`src/rtl/core/lzw_pkg.sv`:
```
// Shared types and constants for the LZW decoder.
// Holds the controller state type and the command/status structs.
// No dependencies; compiled first.
package lzw_pkg;

	localparam int CODE_W   = 12;
	localparam int BYTE_W   = 8;
	localparam int LIT_CODES = 256;

	typedef enum logic [3:0] {
		ST_IDLE,
		ST_DECIDE,
		ST_WALK,
		ST_UPDATE,
		ST_EMIT_FIRST,
		ST_EMIT_RD,
		ST_EMIT_WR,
		ST_EMIT_EXTRA,
		ST_BAD
	} lzw_state_t;

	typedef struct packed {
		logic load;
		logic decide;
		logic walk;
		logic update;
		logic emit_first;
		logic emit_rd;
		logic emit_wr;
		logic emit_extra;
		logic emit_bad;
	} lzw_cmd_t;

	typedef struct packed {
		logic bad;
		logic lit_target;
		logic walk_end;
		logic k_zero;
		logic idx_zero;
		logic kwk;
		logic out_free;
	} lzw_status_t;

endpackage

```
`src/rtl/core/lzw_ctrl.sv`:
```
// Controller state machine of the LZW decoder.
// Depends on lzw_pkg; drives commands to lzw_datapath from its status.
module lzw_ctrl
	import lzw_pkg::*;
(
	input  logic        clk,
	input  logic        arst_n,
	input  logic        in_valid,
	output logic        in_ready,
	input  lzw_status_t status,
	output lzw_cmd_t    cmd
);

	lzw_state_t state_q, state_d;

	// State register.
	always_ff @(posedge clk or negedge arst_n) begin
		if (!arst_n) begin
			state_q <= ST_IDLE;
		end else begin
			state_q <= state_d;
		end
	end

	// Next state.
	always_comb begin
		state_d = state_q;
		case (state_q)
			ST_IDLE: begin
				if (in_valid) state_d = ST_DECIDE;
			end
			ST_DECIDE: begin
				if (status.bad) state_d = ST_BAD;
				else if (status.lit_target) state_d = ST_UPDATE;
				else state_d = ST_WALK;
			end
			ST_WALK: begin
				if (status.walk_end) state_d = ST_UPDATE;
			end
			ST_UPDATE: begin
				state_d = ST_EMIT_FIRST;
			end
			ST_EMIT_FIRST: begin
				if (status.out_free) begin
					if (!status.k_zero) state_d = ST_EMIT_RD;
					else if (status.kwk) state_d = ST_EMIT_EXTRA;
					else state_d = ST_IDLE;
				end
			end
			ST_EMIT_RD: begin
				state_d = ST_EMIT_WR;
			end
			ST_EMIT_WR: begin
				if (status.out_free) begin
					if (!status.idx_zero) state_d = ST_EMIT_RD;
					else if (status.kwk) state_d = ST_EMIT_EXTRA;
					else state_d = ST_IDLE;
				end
			end
			ST_EMIT_EXTRA: begin
				if (status.out_free) state_d = ST_IDLE;
			end
			ST_BAD: begin
				if (status.out_free) state_d = ST_IDLE;
			end
			default: begin
				state_d = ST_IDLE;
			end
		endcase
	end

	// Command outputs.
	always_comb begin
		in_ready       = (state_q == ST_IDLE);
		cmd            = '0;
		cmd.load       = (state_q == ST_IDLE) && in_valid;
		cmd.decide     = (state_q == ST_DECIDE);
		cmd.walk       = (state_q == ST_WALK);
		cmd.update     = (state_q == ST_UPDATE);
		cmd.emit_first = (state_q == ST_EMIT_FIRST) && status.out_free;
		cmd.emit_rd    = (state_q == ST_EMIT_RD);
		cmd.emit_wr    = (state_q == ST_EMIT_WR) && status.out_free;
		cmd.emit_extra = (state_q == ST_EMIT_EXTRA) && status.out_free;
		cmd.emit_bad   = (state_q == ST_BAD) && status.out_free;
	end

	// A new code is only taken with no result load in the same cycle.
	a_load_alone: assert property (@(posedge clk) disable iff (!arst_n)
		cmd.load |-> !(cmd.emit_first || cmd.emit_wr || cmd.emit_extra || cmd.emit_bad))
		else $error("code transfer overlaps a result load");
	// A rejected code leads straight to its single result.
	a_bad_path: assert property (@(posedge clk) disable iff (!arst_n)
		(state_q == ST_DECIDE && status.bad) |=> state_q == ST_BAD)
		else $error("rejected code did not reach the error result");
	// The chain walk only ends into the dictionary update.
	a_walk_exit: assert property (@(posedge clk) disable iff (!arst_n)
		(state_q == ST_WALK && status.walk_end) |=> state_q == ST_UPDATE)
		else $error("chain walk ended in the wrong state");

endmodule

```
`config.mk`:
```
export PLATFORM = sky130hd
export DESIGN_NAME = lzw_ctrl
export DESIGN_NICKNAME = d
export VERILOG_FILES = /design/src/rtl/core/lzw_pkg.sv /design/src/rtl/core/lzw_ctrl.sv
export SDC_FILE = /design/constraint.sdc
export NUM_CORES = 1
export LEC_CHECK = 0
export BUFFER_PORTS_ARGS = -buffer_cell sky130_fd_sc_hd__buf_2
export CORE_AREA = 2 2 39 41
export CTS_BUF_LIST = sky130_fd_sc_hd__clkbuf_8
export CTS_CLUSTER_DIAMETER = 120
export DETAILED_ROUTE_END_ITERATION = 8
export DIE_AREA = 0 0 41 43
export HOLD_SLACK_MARGIN = 0.12
export SYNTH_ARGS = -nofsm -noshare
export SYNTH_HDL_FRONTEND = slang
export SYNTH_SLANG_ARGS = --single-unit
```
`constraint.sdc`:
```
create_clock -name clk -period 3.2 [get_ports clk]
set_input_delay 0.64 -clock clk [delete_from_list [all_inputs] [get_ports clk]]
set_output_delay 0.64 -clock clk [all_outputs]
set_load 0.01 [all_outputs]
```
* Yosys cells after proc, flatten, opt, wreduce, memory -nomap -nowiden
Cells that the tools add are included.
Storage, ports and cells: flip-flop bits (word level) 4, bits in latches 0, RAM bits 0, bits in read-only memories 0, bits of input ports 10, output and inout port bits 10, logic and storage cells 33, memories 0
Operators by class: add/sub/neg operators 0, multipliers 0, div/mod/pow operators 0, magnitude comparators 0, eq/ne operators 13, shift-type cells 0, muxes and demuxes 11, bitwise operators 0, reductions and logical operators 8
Operators with widths (count):
- 4-bit one-hot mux with 8 select lines | 1
- 4-bit two-way mux | 7
- 4-bit by 3-bit equality test with 1-bit output (second input constant) | 4
- 4-bit by 2-bit equality test with 1-bit output (second input constant) | 2
- 2-bit inequality test (second input constant) | 4
- 3-bit two-way mux | 2
- 1-bit logical AND | 5
- 5-bit AND reduction | 1
- 4-bit by 1-bit equality test with 1-bit output (second input constant) | 1
- 4-bit equality test (second input constant) | 1
- 4-bit logical NOT | 1
- 2-bit by 1-bit inequality test with 1-bit output (second input constant) | 1
- 2-bit OR reduction | 1
- 1-bit two-way mux | 1

* Logic depth before layout (Yosys ltp)
depth after elaboration 4, gate-level depth with buffers 5, depth with buffers taken out 4

* Worst setup path after synthesis
OpenSTA, ideal clock, no wires.
path type reg2out, start point register state_q[1], end point output port cmd[8] (netlist bit), arrival time 1.334 ns, data required time 2.560 ns, slack 1.226 ns, stages on the path, launching flop included 4, buffers on the path 1, cells stage by stage dfrtp_1 buf_2 nor4_1 and2_1
RTL lines:
- start: declaration | RTL line lzw_ctrl.sv:14 | lzw_state_t state_q, state_d;
- start signal: assignment | RTL line lzw_ctrl.sv:21 | state_q <= state_d;
- end: declaration | RTL line lzw_ctrl.sv:11 | output lzw_cmd_t cmd

==> flow_metrics.tcl <==
set metrics [dict create \
    yosysTopAreaCellShare 0.2402 \
    ys_async_sr_fraction 1.000 \
    post_cts_buffers 0 \
    synth_top_family_by_area "simple AND/OR/NAND/NOR gates" \
    avgViaCountPerCell 5.356 \
    holdCritPathClass "in2async" \
    p_leak_nw 0.2639 \
    yosys_warnings 0 \
    clkPwrFrac 0.191 \
    hold_viol 0 \
    yosysSeqAreaShare 0.2402 \
    antenna_cells 0 \
    setup_slack_ps 1130 \
    fp.dieH_um 43 \
    clk_latency_ps 220 \
    synth_area_leaders "dfrtp_1 24%, nor3_1 9.6%, a31oi_1 4.5%" \
    r2r.worst_path.cells 4 \
    setup_viol 0 \
    syn_area_sq_um 416.7 \
    report.final.slew_viol_count 0 \
    largest_reg_flops 4 \
    p_sw_w 0.0002554 \
    htreeDepth 1 \
    crit_buf_inv 1 \
    ir_drop_mv 0.4587 \
    path_clk_slew_ps 30 \
    worstPathMaxFanout 14 \
    muxShareOfSynthArea 0.02402 \
    combPwrFrac 0.518 \
    yosys.area_share.simple 0.3844 \
    num_io_pins 20 \
    cts_tree "done" \
    start_util 0.3011 \
    drcViolationCount 0 \
    r2r_slack_ps 1570 \
    avgSynthCellArea_sq_um 7.440 \
    place_ws_ps 1357 \
    cap_violations 0 \
    critical_path_class "reg2out" \
    largest-register "state_q" \
    outcome "finished clean" \
    synth_cell_types 28 \
    switching_share 0.4691 \
    path_delay_family "flip-flops" \
    reg.largest.list "state_q x4" \
    num_rows 14 \
    synth-compound-area-share 0.2703 \
    p_int_w 0.0002891 \
    max_freq_mhz 483.0 \
    grt_usage 0.1358 \
    final_cells 90 \
    grt-ovfl-total 0 \
    crit_arrival_ps 1430 \
    numPlacedInstances 87 \
    dieArea_sq_um 1763 \
    drt_iter0_drc 9 \
    max_stage_delay_ps 540 \
    synth_seq_cells 4 \
    synth_fa_ha_area_frac 0 \
    seqPwrFrac 0.290 \
    drtAntennaViolNets 0 \
    synth-main-ff-cell "dfrtp_1" \
    skew_ps 3.819 \
    wl_per_cell_um 12.02 \
    grt_pass1_vias 406 \
    power_density_nw_per_um2 982.4 \
    worstPathRequired_ps 2560 \
    slew_headroom 0.6858 \
    design_area_sq_um 554.3 \
    crit_path_cell_trace "or2b_2, nor3_1, buf_2" \
    place_congestion 0.8165 \
    cts_made_buffers 3 \
    yosys.area.top_type "dfrtp_1" \
    io_buffers 19 \
    synth_most_common_cell "nor3_1" \
    cts_buffer_depth 2 \
    place.detailed.hpwl_um 831.9 \
    wl_um 1082 \
    cpMaxStageDelayCell "dfrtp_1" \
    grt_max_degree 15 \
    worstReg2RegStart "state_q[1]" \
    synth_xor_xnor_area_share 0 \
    endpoint_kind "output port" \
    synth_cells 56 \
    fin_setup_tns_ps 0 \
    hold_ws_ps 223.1 \
    rsz0062_at_grt "false" \
    cts.repair.resized 0 \
    cts.root.buffer_cell "clkbuf_8" \
    hold_buffers 0 \
    fp.dieW_um 41 \
    r2r-end "state_q[2]" \
    synth_edf_count 0 \
    synthTopCellsByCount "8 x nor3_1, 4 x dfrtp_1" \
    fin_crit_ps 2071 \
    placed_cell_area_sq_um 513.0 \
    drive_gt1_frac 0.3919 \
    startpoint_type "flop" \
    core_sq_um 1384 \
    drt_first_pass_iters 4 \
    grt_pass1_wl_um 1683 \
    antenna_found_initial 0 \
    num_vias 482 \
    area_delta_synth_final_pct 33.03 \
    clock-sinks 4 \
    final_nets 86 \
    fin_crit_sh 0.6470 \
    syn-num-nets 66 \
    tightestPinTransition_ps 471.2 \
]
-- how the worst max path moves through the flow --
stage                    start      to  slack, ps  cells past startpoint
finish              state_q[1]  cmd[3]       1130                      3
global route        state_q[1]  cmd[3]       1050                      3
CTS                 state_q[1]  cmd[3]       1130                      3
detailed placement  state_q[1]  cmd[7]       1360                      3
global placement    state_q[1]  cmd[3]       1340                      3
floorplan           state_q[1]  cmd[8]       1230                      3
-- through the flow --
stage	util	power, W
2_1_floorplan	-	0.0003667
3_5_place_dp	0.3707	0.0004445
4_1_cts	0.4005	0.0005512
3_3_place_gp	0.3707	0.0004447
6_report	0.4005	0.0005445
5_1_grt	0.4005	0.0005953
-- logic make-up (layout without fill, tap and decap cells) --
kind of cell / Yosys count / in the layout
flops: 4 / 4
mux: 1 / 1
simple gates: 27 / 27
buf+inv: 8 / 26
compound gates: 16 / 16
-- layer usage --
metal / global-route usage / routed length, um / vias to the layer above
li1: - / - / 250
met1: 0.1812 / 492 / 215
met2: 0.2000 / 513 / 17
met3: 0.06283 / 76 / 0
met4: 0.02000 / 0 / 0
met5: 0 / 0 / -
-- power groups by stage --
stage                     clock, W  combinational [W]  sequential [W]
after floorplan                  0           0.000271       0.0000955
after global placement           0           0.000284        0.000161
after detailed placement         0           0.000286        0.000159
after CTS                 0.000107           0.000286        0.000159
after global routing      0.000109           0.000318        0.000168
final                     0.000104           0.000282        0.000158
-- final cells by class --
| type | instances | area [sq um] |
|---|---|---|
| Tap cell | 16 | 20.02 |
| Sequential cell | 4 | 100.1 |
| Timing Repair Buffer | 19 | 95.09 |
| Inverter | 4 | 15.01 |
| Clock buffer | 3 | 41.29 |
| Multi-Input combinational cell | 44 | 282.8 |
| Fill cell | 144 | 829.5 |
-- worst register-to-register path, delay by kind of cell (launching register included) --
family / cells / cell delay [ps]
DFF: 1 / 620
and+or+nand+nor: 2 / 560
AOI/OAI and AO/OA: 2 / 360
-- placed cells by master, fill, tap and decap left out --
master    instances
a211oi_1          1
nor4b_2           1
o311ai_2          1
nand3_1           1
o21ai_0           3
nor3_1            8
nand2_1           3
dfrtp_1           4
or2b_2            1
nor2_1            3
nand3b_1          1
inv_1             1
a32oi_1           1
o31ai_1           1
a31o_1            1
o32a_1            1
and3_4            1
or3_1             2
clkbuf_8          3
mux2i_1           1
a31oi_1           3
o21ai_1           1
nor4_1            1
and2_1            2
and3_1            3
buf_2            19
a21oi_1           3
inv_2             3
Power figures use the tool's default switching activity.
